===== config.mk =====
export PLATFORM = sky130hd
export DESIGN_NAME = afvs_gain
export DESIGN_NICKNAME = d
export VERILOG_FILES = /design/src/sv/afvs_pkg.sv /design/src/sv/afvs_gain.sv
export SDC_FILE = /design/constraint.sdc
export NUM_CORES = 1
export LEC_CHECK = 0
export BUFFER_PORTS_ARGS = -buffer_cell sky130_fd_sc_hd__buf_2
export CAP_MARGIN = 0
export CORE_ASPECT_RATIO = 1.4
export CORE_MARGIN = 4
export CORE_UTILIZATION = 51
export DETAILED_ROUTE_END_ITERATION = 16
export PLACE_DENSITY = 0.67
export SYNTH_ARGS = -nofsm -noshare
export SYNTH_HDL_FRONTEND = slang
export SYNTH_SLANG_ARGS = --single-unit

===== constraint.sdc =====
create_clock -name clock -period 7.4 [get_ports clock]
set_input_delay 1.11 -clock clock [delete_from_list [all_inputs] [get_ports clock]]
set_output_delay 1.11 -clock clock [all_outputs]
set_load 0.1 [all_outputs]

===== src/sv/afvs_pkg.sv =====
`timescale 1ns / 1ps
// Shared types and constants for the fade, volume and silence-end unit.
// No dependencies; every other file imports this package.
package afvs_pkg;

   localparam int SAMPLE_W    = 16;
   localparam int FRAME_W     = 32;
   localparam int COUNT_W     = 33;
   localparam int FADE_W      = 24;
   localparam int VOL_W       = 8;
   localparam int CSR_INDEX_W = 3;
   localparam int CSR_DATA_W  = 32;

   // Register indexes on the configuration port
   localparam logic [CSR_INDEX_W-1:0] REG_SONG_FRAMES    = 3'd0;
   localparam logic [CSR_INDEX_W-1:0] REG_FADE_FRAMES    = 3'd1;
   localparam logic [CSR_INDEX_W-1:0] REG_VOLUME_PERCENT = 3'd2;
   localparam logic [CSR_INDEX_W-1:0] REG_PLAY_FOREVER   = 3'd3;
   localparam logic [CSR_INDEX_W-1:0] REG_SILENCE_ENABLE = 3'd4;
   localparam logic [CSR_INDEX_W-1:0] REG_SILENCE_FRAMES = 3'd5;

   localparam logic [VOL_W-1:0] VOLUME_RESET = 8'd100;

   // Gain is unsigned Q1.16, never above 1.0
   localparam int GAIN_W = 17;
   localparam logic [GAIN_W-1:0] GAIN_UNITY = 17'h10000;
   // 3.0 in Q2.16 for the smoothstep term 3 - 2s
   localparam logic [17:0] SMOOTH_BASE = 18'd196608;
   // Quotient bits of rem * 2^16 / fade, rem never above fade
   localparam int DIV_STEPS = 17;
   localparam int DIV_CNT_W = 5;

   // floor(a / 100) == (a * RECIP_100) >> RECIP_SHIFT for any a below 2^32
   localparam logic [30:0] RECIP_100   = 31'h51EB851F;
   localparam int          RECIP_SHIFT = 37;

   localparam logic signed [SAMPLE_W-1:0] QUIET_LEVEL = 16'sd8;

   typedef struct packed {
      logic signed [SAMPLE_W-1:0] left_in;
      logic signed [SAMPLE_W-1:0] right_in;
   } req_type;

   typedef struct packed {
      logic signed [SAMPLE_W-1:0] left_out;
      logic signed [SAMPLE_W-1:0] right_out;
      logic                       stream_done;
   } rsp_type;

   typedef struct packed {
      logic load;
      logic go;
   } lane_ctl_type;

   typedef struct packed {
      logic done;
      logic quiet;
   } lane_stat_type;

   typedef enum logic [2:0] {
      TS_IDLE,
      TS_GAIN,
      TS_START,
      TS_SCALE,
      TS_OUT
   } top_state_type;

   typedef enum logic [1:0] {
      GS_IDLE,
      GS_DIV,
      GS_SQUARE,
      GS_CUBE
   } gain_state_type;

endpackage


===== src/sv/afvs_gain.sv =====
`timescale 1ns / 1ps
// Smoothstep fade gain: serial restoring divider for s = rem/fade in Q1.16,
// then s*s and s2*(3-2s), one multiply per cycle. Depends on afvs_pkg.
module afvs_gain
   import afvs_pkg::*;
(
   input  logic              clock,
   input  logic              reset,
   input  logic              start,
   input  logic [FADE_W-1:0] rem,
   input  logic [FADE_W-1:0] fade,
   output logic              done,
   output logic [GAIN_W-1:0] gain
);

   gain_state_type         state_ff, state_in;
   logic [FADE_W-1:0]      part_ff, part_in;
   logic [DIV_STEPS-1:0]   bits_ff, bits_in;
   logic [DIV_STEPS-1:0]   quo_ff, quo_in;
   logic [DIV_CNT_W-1:0]   cnt_ff, cnt_in;
   logic [GAIN_W-1:0]      s2_ff, s2_in;
   logic [17:0]            t_ff, t_in;
   logic [GAIN_W-1:0]      gain_ff, gain_in;
   logic                   done_ff, done_in;

   logic [FADE_W:0]        trial;
   logic [FADE_W:0]        diff;
   logic                   fits;
   logic [33:0]            sq_prod;
   logic [34:0]            cube_prod;

   assign trial     = {part_ff, bits_ff[DIV_STEPS-1]};
   assign diff      = trial - {1'b0, fade};
   assign fits      = (trial >= {1'b0, fade});
   assign sq_prod   = 34'(quo_ff) * 34'(quo_ff);
   assign cube_prod = 35'(s2_ff) * 35'(t_ff);

   always_comb begin
      state_in = state_ff;
      part_in  = part_ff;
      bits_in  = bits_ff;
      quo_in   = quo_ff;
      cnt_in   = cnt_ff;
      s2_in    = s2_ff;
      t_in     = t_ff;
      gain_in  = gain_ff;
      done_in  = 1'b0;
      unique case (state_ff)
         GS_IDLE: begin
            if (start) begin
               // quotient bits above Q1.16 are zero since rem <= fade
               part_in  = {1'b0, rem[FADE_W-1:1]};
               bits_in  = {rem[0], {(DIV_STEPS-1){1'b0}}};
               quo_in   = '0;
               cnt_in   = DIV_CNT_W'(DIV_STEPS - 1);
               state_in = GS_DIV;
            end
         end
         GS_DIV: begin
            part_in = fits ? diff[FADE_W-1:0] : trial[FADE_W-1:0];
            quo_in  = {quo_ff[DIV_STEPS-2:0], fits};
            bits_in = {bits_ff[DIV_STEPS-2:0], 1'b0};
            cnt_in  = cnt_ff - 1'b1;
            if (cnt_ff == '0) begin
               state_in = GS_SQUARE;
            end
         end
         GS_SQUARE: begin
            s2_in    = sq_prod[32:16];
            t_in     = SMOOTH_BASE - {quo_ff, 1'b0};
            state_in = GS_CUBE;
         end
         GS_CUBE: begin
            gain_in  = cube_prod[32:16];
            done_in  = 1'b1;
            state_in = GS_IDLE;
         end
         default: begin
            state_in = GS_IDLE;
         end
      endcase
   end

   always_ff @(posedge clock) begin
      if (reset) begin
         state_ff <= GS_IDLE;
         done_ff  <= 1'b0;
      end else begin
         state_ff <= state_in;
         done_ff  <= done_in;
      end
      part_ff <= part_in;
      bits_ff <= bits_in;
      quo_ff  <= quo_in;
      cnt_ff  <= cnt_in;
      s2_ff   <= s2_in;
      t_ff    <= t_in;
      gain_ff <= gain_in;
   end

   assign done = done_ff;
   assign gain = gain_ff;

endmodule


Yosys cells after proc, flatten, opt, wreduce, memory -nomap -nowiden
Cells that the tools add are included.
- add/sub/neg operators: 3
- $mul: 2
- magnitude comparators: 1
- equal/unequal tests: 5
- muxes and demuxes: 13
- reduce and logical (&&, ||, !) cells: 5
- operators with widths (kind ; count):
    $pmux W17 S2 ; 2
    $mux W24 ; 2
    $pmux W24 S2 ; 1
    $mux W17 ; 2
    $mul A17 B17 Y33 ; 1
    $mul A17 B18 Y33 ; 1
    $ge A25 B24 Y1 ; 1
    $sub A24 B24 Y24 ; 1
    $sub A18 B18 Y18 const A ; 1
    $pmux W5 S2 ; 1
    $pmux W2 S4 ; 1
    $logic_not A5 Y1 ; 1
    $mux W5 ; 1
    $sub A5 B1 Y5 const B ; 1
    $eq A2 B2 Y1 const B ; 2
    $mux W2 ; 2
    $ne A2 B2 Y1 const B ; 2
    $reduce_and A2 Y1 ; 2
    $eq A2 B1 Y1 const B ; 1
    $logic_not A2 Y1 ; 1
    $reduce_bool A2 Y1 ; 1
    $mux W1 ; 1
- bits in registers: 118
- bits of input ports: 51
- output and inout port bits: 18
- word-level logic and storage cells: 38

Depth between registers and ports, before layout
- word-level depth: 3
- gate-level depth with buffers: 23
- mapped depth without buffers: 23

Worst setup path before layout
OpenSTA, ideal clock, no wires.
- kind: register to register
- start point: reg quo_ff[7]
- end point: reg s2_ff[10], data pin
- setup time: 0.258 ns
- arrival time: 5.826 ns
- required time: 7.142 ns
- path slack: 1.316 ns
- cell stages (with the launch flop): 24
- buffers on the path: 2
- period minus slack after synthesis: 6.084 ns
- cells stage by stage: edfxtp_1 clkbuf_1 clkbuf_1 nand2_1 fa_1 inv_1 fa_1 inv_1 fa_1 inv_1 ha_1 fa_1 inv_1 fa_1 inv_1 ha_1 a211oi_1 o21ai_1 a221oi_2 a21oi_1 o31ai_1 a31oi_1 a21oi_1 xnor2_1
- cells in the longest elaborated chain, start to end: 1
- ends and longest elaborated chain (element ; RTL line ; RTL):
    start, declared ; afvs_gain.sv:19 ; logic [DIV_STEPS-1:0] quo_ff, quo_in;
    start signal, assigned ; afvs_gain.sv:94 ; quo_ff <= quo_in;
    $mul A17 B17 Y33 ; afvs_gain.sv:35 ; assign sq_prod = 34'(quo_ff) * 34'(quo_ff);
    named net sq_prod[26] ; afvs_gain.sv:29 ; logic [33:0] sq_prod;
    end signal, assigned ; afvs_gain.sv:96 ; s2_ff <= s2_in;
    end, declared ; afvs_gain.sv:21 ; logic [GAIN_W-1:0] s2_ff, s2_in;
The timed path passes the listed nets, and every way through them passes these cells.
A chain may end at the register's enable or synchronous reset.

Worst setup path in the final report
- start point: reg quo_ff[11]
- end point: reg s2_ff[12], data pin
Same word-level chain as after synthesis.

==> flow_summary_export.csv <==
group,metric,value,unit
layout,regArea,3000,um2
place,gp_congestion,0.892,
floorplan,dieWidth,183,um
cts,cts_sinks,101,
synthesis,synthTopCellsByCount,"586 x inv_1, 411 x fa_1, 311 x nand2_1",
drt,wl,49.9,mm
cts,cts_resized,0,
cts,cts_max_level,3,
worst_setup_path,crit_start,"quo_ff[11]",
synthesis,syn_avg_cell_area,9.28,um2
synthesis,async_flop_share,0,
worst_setup_path,cp-end-kind,"flip-flop",
cts,cts_tree,"built",
hold_path,worstHoldPathType,"reg2reg",
cts,clock_latency,0.40,ns
drt,drtAntennaViolNets,0,
synthesis,synth-warning-count,0,
floorplan,die_height,253,um
cts,max-clock-path-buffers,2,
worst_setup_path,critPathLaunchType,"flip-flop",
hold_path,hold_depth,2,
grt,overflow,0,
floorplan,start_util,0.518,
synthesis,ys_seq_area_frac,0.137,
timing,finalSetupViolCount,0,
floorplan,ios,69,
grt,grt_antenna_before_repair,1,
drt,wl_per_cell,17.0,um
worst_setup_path,r2r_start,"quo_ff[11]",
cts,clockRootBuffer,"clkbuf_16",
worst_setup_path,reg2reg_to,"s2_ff[12]",
floorplan,dieArea,46400,um2
worst_setup_path,crit_type,"reg2reg",
hold_path,hp-start,"state_ff[0]",
worst_setup_path,reg2regPathDepth,20,
timing,rsz0062_at_grt,"no",
hold_path,hold_end,"state_ff[0]",
synthesis,synth_edf_count,98,
layout,drive_gt1_frac,0.0525,
drt,vias,15400,
worst_setup_path,cp_max_fo,14,
timing,tns,0,ns
timing,worst_slew_pin_slew,0.940,ns
drt,remaining_drc_errors,0,
timing,report.final.slew_viol_count,0,
timing,skew,0.0341,ns
cts,numCtsBuffers,9,
drt,viasPerCell,5.27,
synthesis,synthMostInstantiatedCell,"inv_1",
worst_setup_path,r2r_slack,0.64,ns
place,hpwl,41.7,mm
grt,grt_pass1_wl,84.9,mm
layout,syn_to_final_growth,5.13,%
layout,multiInputGateArea,16400,um2
layout,nNetsFinal,3072,
floorplan,core_area,42300,um2
synthesis,yosysTopAreaCell,"fa_1",
worst_setup_path,cp.required,7.50,ns
synthesis,synth_ff_type,"edfxtp_1",
drt,drt_iter0_drc,609,
grt,grt.total_usage,0.229,
timing,fin_crit,6.76,ns
synthesis,synthCells,2364,
synthesis,synth_cell_types,68,
place,port_buffers,68,
run_status,status,"finished, final reports clean",
synthesis,synthTopCellsByArea,"fa_1 38%, edfxtp_1 13%, ha_1 13%, inv_1 10%, nand2_1 5.3%",
cts,cts_hold_buffers,0,
place,placedCellCount,2911,
synthesis,syn_nets,3060,
drt,drt-pass1-iter-count,4,
worst_setup_path,critPathArrivalTime,6.87,ns
cts,clk_pin_slew,0.11,ns
synthesis,yosysTopAreaCellShare,0.375,
timing,max_slew_margin,0.373,
grt,grt_max_degree,50,
layout,layout.cells.non_filler,2928,
layout,n_fill_cell,3860,
synthesis,synth_seq_cells,101,
timing,hold_viol,0,
cts,postCtsSetupRepairBufs,0,
timing,fmaxAchievable,148,MHz
flow_run,timing.max_cap.violations,0,
synthesis,syn-cell-area,21900,um2
timing,period_share,0.914,
floorplan,fp-row-count,89,
grt,grt_pass1_vias,17400,
[logic make-up (layout without fill, tap and decap cells)]
family / Yosys count / after routing / synth area share
other: 0 / 1 / 0
DFF: 101 / 101 / 0.137
xor gates and xnor gates: 79 / 79 / 0.0316
adders and majority gates: 645 / 645 / 0.509
muxes: 12 / 12 / 0.00588
buffers and inverters: 674 / 691 / 0.117
and+or+nand+nor: 670 / 670 / 0.145
AOI/OAI and AO/OA: 183 / 183 / 0.0558
[layout make-up]
type / count / area share
Multi-Input combinational cell: 1589 / 0.711
Sequential cell: 101 / 0.130
Inverter: 591 / 0.0962
Tap cell: 546 / 0.0296
Timing Repair Buffer: 84 / 0.0200
Clock buffer: 9 / 0.00977
Clock inverter: 7 / 0.00336
Antenna cell: 1 / 0.000109
[stage by stage]
| stage | hold slack, ns | utilization | instance area, um2 | worst slack (ns) |
|---|---|---|---|---|
| global placement | 0.525 | 0.538 | 22700 | 0.699 |
| detailed placement | 0.544 | 0.538 | 22700 | 0.592 |
| global route | 0.592 | 0.545 | 23100 | 0.250 |
| floorplan | 0.507 | - | 21900 | 1.32 |
| CTS | 0.557 | 0.545 | 23100 | 0.569 |
| finish | 0.558 | 0.545 | 23100 | 0.638 |
[registers in the layout (all words and copies together), names as in the netlist]
signal / flops
cnt_ff: 5
part_ff: 24
bits_ff: 1
s2_ff: 17
quo_ff: 17
gain: 17
t_ff: 17
done: 1
state_ff: 2
[routing by layer]
metal	vias up	share of wire	routed length (um)	track usage
met2	383	0.54	27200	0.437
li1	7171	-	-	-
met3	119	0.039	1960	0.0226
met5	-	0	0	0
met4	0	0.041	2060	0.0918
met1	7767	0.37	18700	0.259
[cell usage in the layout (no fill, tap or decap), types with 9 or more instances in the layout]
master	netlist	layout
a21oi_1	57	57
o21a_1	11	11
nor2b_1	12	12
nand3_1	10	10
xnor2_1	57	57
nand2_1	311	311
and2_1	173	173
edfxtp_1	98	98
ha_1	234	233
o21ai_0	19	18
fa_1	411	411
a31oi_1	20	20
nor3_1	16	16
a21o_1	14	14
xor2_1	22	22
clkbuf_16	0	9
buf_2	6	68
nor2_1	97	97
inv_1	586	586
buf_4	1	16
nand4_1	10	10
o21ai_1	14	14
[how the worst max path moves through the flow]
stage	slack (ns)	end	cells after the start
global placement	0.70	s2_ff[13]	18
floorplan	1.32	s2_ff[10]	23
CTS	0.57	s2_ff[12]	20
global route	0.25	s2_ff[10]	22
detailed placement	0.59	s2_ff[12]	20
finish	0.64	s2_ff[12]	20
[worst max-delay path, cell delays in order (launching register included)]
cell and delay (ns):
edfxtp_1 0.71, clkinv_1 0.18, buf_4 0.21, nor2_1 0.19
fa_1 0.44, inv_1 0.09, fa_1 0.42, fa_1 0.51
inv_1 0.05, fa_1 0.49, fa_1 0.49, inv_1 0.05
fa_1 0.54, inv_1 0.05, ha_1 0.29, o21ai_0 0.17
a21oi_1 0.23, o21ai_0 0.14, a211oi_1 0.48, nor2_1 0.15
xnor2_1 0.59
Power is not shown: default switching activity piles up to over one toggle a cycle in this logic, so the estimate is an artifact.
