===== config.mk =====
export PLATFORM = sky130hd
export DESIGN_NAME = afvs_lane
export DESIGN_NICKNAME = d
export VERILOG_FILES = /design/src/sv/afvs_pkg.sv /design/src/sv/afvs_lane.sv
export SDC_FILE = /design/constraint.sdc
export NUM_CORES = 2
export LEC_CHECK = 0
export BUFFER_PORTS_ARGS = -buffer_cell sky130_fd_sc_hd__buf_2
export CAP_MARGIN = 20
export CORE_AREA = 2 2 268 270
export DETAILED_ROUTE_END_ITERATION = 6
export DIE_AREA = 0 0 270 272
export PLACE_DENSITY = 0.65
export SETUP_SLACK_MARGIN = 0.2
export SLEW_MARGIN = 10
export SYNTH_ARGS = -nofsm -noshare
export SYNTH_HDL_FRONTEND = slang
export SYNTH_SLANG_ARGS = --single-unit

===== constraint.sdc =====
create_clock -name clock -period 14.93 [get_ports clock]
set_input_delay 1.493 -clock clock [delete_from_list [all_inputs] [get_ports clock]]
set_output_delay 1.493 -clock clock [all_outputs]
set_load 0.02 [all_outputs]

===== src/sv/afvs_pkg.sv =====
`timescale 1ns / 1ps
// Shared types and constants for the fade, volume and silence-end unit.
// No dependencies; every other file imports this package.
package afvs_pkg;

   localparam int SAMPLE_W    = 16;
   localparam int FRAME_W     = 32;
   localparam int COUNT_W     = 33;
   localparam int FADE_W      = 24;
   localparam int VOL_W       = 8;
   localparam int CSR_INDEX_W = 3;
   localparam int CSR_DATA_W  = 32;

   // Register indexes on the configuration port
   localparam logic [CSR_INDEX_W-1:0] REG_SONG_FRAMES    = 3'd0;
   localparam logic [CSR_INDEX_W-1:0] REG_FADE_FRAMES    = 3'd1;
   localparam logic [CSR_INDEX_W-1:0] REG_VOLUME_PERCENT = 3'd2;
   localparam logic [CSR_INDEX_W-1:0] REG_PLAY_FOREVER   = 3'd3;
   localparam logic [CSR_INDEX_W-1:0] REG_SILENCE_ENABLE = 3'd4;
   localparam logic [CSR_INDEX_W-1:0] REG_SILENCE_FRAMES = 3'd5;

   localparam logic [VOL_W-1:0] VOLUME_RESET = 8'd100;

   // Gain is unsigned Q1.16, never above 1.0
   localparam int GAIN_W = 17;
   localparam logic [GAIN_W-1:0] GAIN_UNITY = 17'h10000;
   // 3.0 in Q2.16 for the smoothstep term 3 - 2s
   localparam logic [17:0] SMOOTH_BASE = 18'd196608;
   // Quotient bits of rem * 2^16 / fade, rem never above fade
   localparam int DIV_STEPS = 17;
   localparam int DIV_CNT_W = 5;

   // floor(a / 100) == (a * RECIP_100) >> RECIP_SHIFT for any a below 2^32
   localparam logic [30:0] RECIP_100   = 31'h51EB851F;
   localparam int          RECIP_SHIFT = 37;

   localparam logic signed [SAMPLE_W-1:0] QUIET_LEVEL = 16'sd8;

   typedef struct packed {
      logic signed [SAMPLE_W-1:0] left_in;
      logic signed [SAMPLE_W-1:0] right_in;
   } req_type;

   typedef struct packed {
      logic signed [SAMPLE_W-1:0] left_out;
      logic signed [SAMPLE_W-1:0] right_out;
      logic                       stream_done;
   } rsp_type;

   typedef struct packed {
      logic load;
      logic go;
   } lane_ctl_type;

   typedef struct packed {
      logic done;
      logic quiet;
   } lane_stat_type;

   typedef enum logic [2:0] {
      TS_IDLE,
      TS_GAIN,
      TS_START,
      TS_SCALE,
      TS_OUT
   } top_state_type;

   typedef enum logic [1:0] {
      GS_IDLE,
      GS_DIV,
      GS_SQUARE,
      GS_CUBE
   } gain_state_type;

endpackage


===== src/sv/afvs_lane.sv =====
`timescale 1ns / 1ps
// One channel lane: sample times volume times gain, divide by 100 * 2^16
// toward zero, saturate to int16; also flags a quiet sample. Uses afvs_pkg.
module afvs_lane
   import afvs_pkg::*;
(
   input  logic                       clock,
   input  logic                       reset,
   input  lane_ctl_type               ctl,
   input  logic signed [SAMPLE_W-1:0] sample_in,
   input  logic [VOL_W-1:0]           volume,
   input  logic [GAIN_W-1:0]          gain,
   output lane_stat_type              stat,
   output logic signed [SAMPLE_W-1:0] sample_out
);

   localparam int STAGES = 5;

   logic signed [SAMPLE_W-1:0] sample_ff;
   logic [STAGES-1:0]          vld_ff, vld_in;

   logic signed [VOL_W:0]      vol_s;
   logic signed [GAIN_W:0]     gain_s;
   logic signed [24:0]         prod1_ff, prod1_in;
   logic signed [42:0]         prod2_ff, prod2_in;
   logic signed [42:0]         mag_full;
   logic                       neg_ff;
   logic [23:0]                mag_ff;
   logic [54:0]                recip_ff, recip_in;
   logic [17:0]                quo;
   logic signed [SAMPLE_W-1:0] sat_in;
   logic signed [SAMPLE_W-1:0] out_ff;

   assign vol_s    = signed'({1'b0, volume});
   assign gain_s   = signed'({1'b0, gain});
   assign prod1_in = sample_ff * vol_s;
   assign prod2_in = prod1_ff * gain_s;
   assign mag_full = prod2_ff[42] ? -prod2_ff : prod2_ff;
   assign recip_in = 55'(mag_ff) * 55'(RECIP_100);
   assign quo      = recip_ff[54:RECIP_SHIFT];
   assign vld_in   = {vld_ff[STAGES-2:0], ctl.go};

   always_comb begin
      if (neg_ff) begin
         sat_in = (quo > 18'd32768) ? 16'sh8000 : SAMPLE_W'(-quo);
      end else begin
         sat_in = (quo > 18'd32767) ? 16'sh7FFF : SAMPLE_W'(quo);
      end
   end

   always_ff @(posedge clock) begin
      if (reset) begin
         vld_ff <= '0;
      end else begin
         vld_ff <= vld_in;
      end
      if (ctl.load) begin
         sample_ff <= sample_in;
      end
      prod1_ff <= prod1_in;
      prod2_ff <= prod2_in;
      // magnitude stays below 2^39, so bits 39..16 carry the whole shifted value
      neg_ff   <= prod2_ff[42];
      mag_ff   <= mag_full[39:16];
      recip_ff <= recip_in;
      if (vld_ff[STAGES-2]) begin
         out_ff <= sat_in;
      end
   end

   assign stat.done  = vld_ff[STAGES-1];
   assign stat.quiet = (sample_ff <= QUIET_LEVEL) && (sample_ff >= -QUIET_LEVEL);
   assign sample_out = out_ff;

endmodule

# Word-level counts from Yosys, hierarchy flattened
# Cells that the tools add are included.
[word_totals]
wordCells = 22
register_bits = 185
inputBits = 45
[op_classes]
reduce_logical = 1
multipliers = 3
order_cmp = 4
mux = 4
add_sub_neg = 2
[ops]
columns = ["operator", "count"]
rows = [
  ["multiplier 24 x 31 -> 55 bit, second input constant", 1],
  ["two-way mux 16 bit", 3],
  ["multiplier 25 x 18 -> 43 bit", 1],
  ["two-way mux 40 bit", 1],
  ["negator 40 bit", 1],
  ["multiplier 16 x 9 -> 25 bit", 1],
  ["greater-than comparator 18 x 15 -> 1 bit, second input constant", 1],
  ["greater-than comparator 18 x 16 -> 1 bit, second input constant", 1],
  [">= comparator 16 x 4 -> 1 bit, second input constant", 1],
  ["less-or-equal comparator 16 x 5 -> 1 bit, second input constant", 1],
  ["negator 16 bit", 1],
  ["logical AND 1 bit", 1],
]

# Depth between registers and ports, before layout
[logic_depth]
word_depth = 3
depth_mapped = 25
depth_no_buf = 25

# Worst setup path after synthesis
# Ideal clock, no wire load.
[synth_timing]
kind = "input port to flip-flop"
startpoint = "input gain[3]"
endpoint = "register prod2_ff[39]"
slack_ns = 7.406
path_stages = 23
arrival_time_ns = 7.396
cell_sequence = "clkbuf_1 > nand2_1 > fa_1 > inv_1 > fa_1 > inv_1 > fa_1 > inv_1 > fa_1 > inv_1 > fa_1 > inv_1 > fa_1 > ha_1 > or4_1 > o21bai_1 > nor3b_1 > or3_1 > o22ai_1 > o21bai_1 > a211oi_1 > mux2i_1 > nand4b_1"
[synth_via]
elab_chain_len = 1
[synth_rtl]
columns = ["element", "line_no", "source"]
rows = [
  ["start, declared", "afvs_lane.sv:12", "input logic [GAIN_W-1:0] gain,"],
  ["multiplier 25 x 18 -> 43 bit", "afvs_lane.sv:37", "assign prod2_in = prod1_ff * gain_s;"],
  ["net prod2_in[39]", "afvs_lane.sv:25", "logic signed [42:0] prod2_ff, prod2_in;"],
  ["end signal, assigned", "afvs_lane.sv:61", "prod2_ff <= prod2_in;"],
  ["end, declared", "afvs_lane.sv:25", ""],
]
# The timed path passes the listed nets, and every way through them passes these cells.
# A chain may end at the register's enable or synchronous reset.

# Worst setup path in the final report
[layout_timing]
startpoint = "register mag_ff[8]"
endpoint = "register recip_ff[51]"
[layout_via]
elab_chain_len = 1
[layout_rtl]
columns = ["element", "line_no", "source"]
rows = [
  ["start, declared", "afvs_lane.sv:28", "logic [23:0] mag_ff;"],
  ["start signal, assigned", "afvs_lane.sv:64", "mag_ff <= mag_full[39:16];"],
  ["multiplier 24 x 31 -> 55 bit", "afvs_lane.sv:39", "assign recip_in = 55'(mag_ff) * 55'(RECIP_100);"],
  ["net recip_in[51]", "afvs_lane.sv:29", "logic [54:0] recip_ff, recip_in;"],
  ["end signal, assigned", "afvs_lane.sv:65", "recip_ff <= recip_in;"],
  ["end, declared", "afvs_lane.sv:29", ""],
]
# The timed path passes the listed nets, and every way through them passes these cells.

==> summary.md <==
In the synthesized netlist the dominant register cell turns out to be dfxtp_1. The number of standard-cell rows in the floorplan is 98, and the number of enable flip-flop cells after synthesis is 32. Buffers inserted during clock tree synthesis total 17. The number of nets in the synthesized netlist is 4900.

Setup repair after global routing left no endpoint under its margin. Yosys synthesis warning count: 0. By area the synthesized netlist is led by fa_1 (44%), ha_1 (15%), inv_1 (11%). The endpoint class of the critical path is a register.

Adding up every negative setup slack in the final design gives 0 ps. The logs give 136 mm for the wire length of the first global-routing pass and 3667 for the synthesized instance count. The worst pin sits at a relative slew slack of 38.7%.

STA puts the critical path data required time at 15260 ps. The count of buffers added by post-CTS timing repair for setup is 0. The top cell types in the final layout, fill and taps aside, are inv_1 (1023), fa_1 (771), ha_1 (417). The tools report the via count of the routed design as 23800.

In the final layout, the share of cells above drive strength 1 is 3.46%. For this design the top-level I/O count stands at 63. Summed over all instances, the cell type with the most area after synthesis is fa_1. Before CTS, the worst setup slack after placement is 6640 ps. The signal on the critical path passes through inv_1, fa_1, ha_1, fa_1, inv_1, fa_1, inv_1, fa_1, fa_1, inv_1, fa_1, inv_1, ha_1, a2111oi_0, o21ai_0, a31o_2, a211oi_1, a21boi_0, nor2_1, a211oi_1, o21a_1, o311ai_0. Number of global-route vias before repair: 25700.

The first detailed-routing pass took 5 iterations. The area growth from synthesis to layout is 5.05%. Root buffer cell: clkbuf_16. The tools report the final standard cell utilization of the core as 51.9%.

Setup slack closes at 6970 ps. The tools report the hold-fix buffer count after cts as 0. Detailed placement ended at an HPWL of 68.5 mm. In this run, synthesis produced a sequential element count of 146. The clock drives 146 sinks.

The H-tree was split into 4 levels. The final max-slew violation count was 0. The maximum number of pins on one net before global-route repair is 26.

Clock-pin slew was measured on the worst setup and hold paths at 70 ps. The most frequent standard cell in the layout excluding fill and tap cells is inv_1. The total overflow left after global routing is 0. For the worst setup path, the data arrival time is 8290 ps. The die height works out to 272 um.

The share of the clock period used by the worst path after layout was 53.3%; the initial antenna violation count was 0. Static timing analysis puts the maximum clock frequency at 0.126 GHz. In this run, the number of DRC markers left after iteration 0 of detailed routing was 1411.

Summing every instance area after synthesis gives 35000 um^2. After the last flow step, the layout net total stands at 4894. Count of buffers from port buffering: 62. The detail route stage leaves a number of antenna-violating nets equal to 0. The path class of the tightest hold or removal check is reg2reg.

The die is 270 um wide. Among the stages of the critical path, the cell type that occurs most often is fa_1. Clock skew on the completed layout was measured at 15.2 ps. For this design, the slowest cell found on the critical path is a211oi_1. The run gives 0 as the number of hold-slack violations in the final timing report. The async set-reset flop share out of synthesis came out at 0%. In the routed layout, each cell is associated on average with a via count of 5.14.

The clock reaches the later pin of the worst-skew pair after 480 ps. STA classifies the critical path startpoint as a register. The average wire per standard cell is 17.4 um, and the initial core utilization is 49.4%. The run finished with clean final reports. The reg-to-reg setup timing slack is 6970 ps.

Summed over all layers, the routed wires come to 80.6 mm. No sink is reached through more buffers than the 2 on the longest clock path. The run gives 23.7% as the all-layer global routing usage. The time the final worst path needs with I/O delays and setup came out at 7960 ps.

By startpoint and endpoint, the worst setup path is classified as reg2reg. For the final weighted congestion of routability-driven global placement, the log shows 0.927. TritonCTS built the clock tree. Along the worst path, the maximum fanout reaches 8. The synthesized netlist contains 62 unique library cells. After synthesis, the largest area contributor takes up 44.1% of total cell area. The die area is 73400 um^2. The tools report the max-capacitance violation count as 0. The count of instances resized after the clock tree is built was 0; the mean post-synth cell area was 9.54 um^2. The pin slew with the least headroom to its limit was 918 ps; the area inside the core boundary was 70800 um^2.

The delay contributed by the slowest stage of the critical path came out at 760 ps. 0 antenna diodes ended up in the layout. After synthesis, flip-flops and latches occupy 9.27% of the total area.

After detailed routing, the number of remaining DRC violations is 0. Setup violations remaining at the end of the flow were counted as 0.
## metal layers
layer | track usage (%) | vias to the layer above | routed length, um
met5 | 0 | - | 0
met4 | 6.30 | 0 | 1830
met3 | 2.94 | 95 | 3940
met2 | 39.9 | 546 | 38900
met1 | 32.4 | 12200 | 35900
li1 | - | 10900 | -
## area by class of cell
class / instances / area (um^2)
clock buffer: 24 / 492
clock inverter: 8 / 77.6
fill: 6520 / 34000
inverter: 1023 / 3840
multi-input combinational: 2403 / 27500
sequential: 146 / 3240
tap: 950 / 1190
timing repair buffer: 70 / 370
## Yosys cell counts (2+ instances only)
| cell | n |
|---|---|
| nand3_1 | 24 |
| a311oi_1 | 2 |
| or4_4 | 4 |
| o31ai_1 | 8 |
| nand4_1 | 13 |
| and2_1 | 242 |
| nor3b_1 | 2 |
| o22ai_1 | 2 |
| nand2_1 | 382 |
| o211a_1 | 2 |
| and3_1 | 11 |
| nor2_1 | 44 |
| a2111o_1 | 2 |
| o31a_1 | 4 |
| o2111ai_1 | 2 |
| or2_2 | 10 |
| a21o_1 | 41 |
| clkbuf_1 | 93 |
| nor3_1 | 20 |
| a31oi_1 | 7 |
| a2111oi_0 | 5 |
| inv_1 | 1023 |
| o21ai_0 | 70 |
| edfxtp_1 | 32 |
| a221oi_1 | 2 |
| fa_1 | 771 |
| or3_1 | 17 |
| a211oi_1 | 20 |
| nor4_1 | 12 |
| o311ai_0 | 10 |
| a21oi_1 | 68 |
| o211ai_1 | 6 |
| a21boi_0 | 4 |
| dfxtp_1 | 114 |
| or3b_2 | 4 |
| nand2b_1 | 10 |
| or4_1 | 4 |
| o21a_1 | 15 |
| xor2_1 | 25 |
| o21bai_1 | 7 |
| nor2b_1 | 17 |
| a31o_2 | 2 |
| ha_1 | 417 |
| xnor2_1 | 79 |
## flip-flops by register name, indices dropped and copies added, names as in the netlist
register and count:
prod2_ff 41, prod1_ff 25, mag_ff 24, recip_ff 18
sample_ff 16, sample_out 16, vld_ff 5, neg_ff 1
## through the flow
| step | std cells | cell area (um^2) | hold WS, ps |
|---|---|---|---|
| after detailed placement | 4592 | 36200 | 428 |
| after global routing | 4624 | 36700 | 466 |
| after CTS | 4624 | 36700 | 442 |
| final | 4624 | 36700 | 444 |
| after global placement | 4592 | 36200 | 416 |
| after floorplan | 3667 | 35000 | 388 |
## logic make-up (layout without fill, tap and decap cells)
kind of cell / count (synthesis) / count (layout) / share of synthesized area [%]
buffers and inverters: 1118 / 1125 / 12.0
multiplexers: 2 / 2 / 0.0608
flip-flops: 146 / 146 / 9.27
XOR/XNOR: 104 / 104 / 2.60
AND/OR/NAND/NOR: 822 / 822 / 11.7
AO/OA/AOI/OAI: 287 / 287 / 5.36
adder cells (fa/ha/maj): 1188 / 1188 / 59.0
## critical path, delay by kind of cell, from the launching register on
family / cells / cell delay [ps]
adders and majority gates: 8 / 3850
AOI/OAI and AO/OA: 8 / 2710
DFF: 1 / 650
buffers and inverters: 5 / 400
and+or+nand+nor: 1 / 210
## path summary, 6_finish.rpt
path,endpoint,start,depth (start not counted)
worst max-delay path,recip_ff[51],mag_ff[8],22
worst min-delay path,vld_ff[2],vld_ff[1],1
worst max register to register,recip_ff[51],mag_ff[8],22
worst min register to register,vld_ff[2],vld_ff[1],1
Power is not shown: default switching activity piles up to over one toggle a cycle in this logic, so the estimate is an artifact.
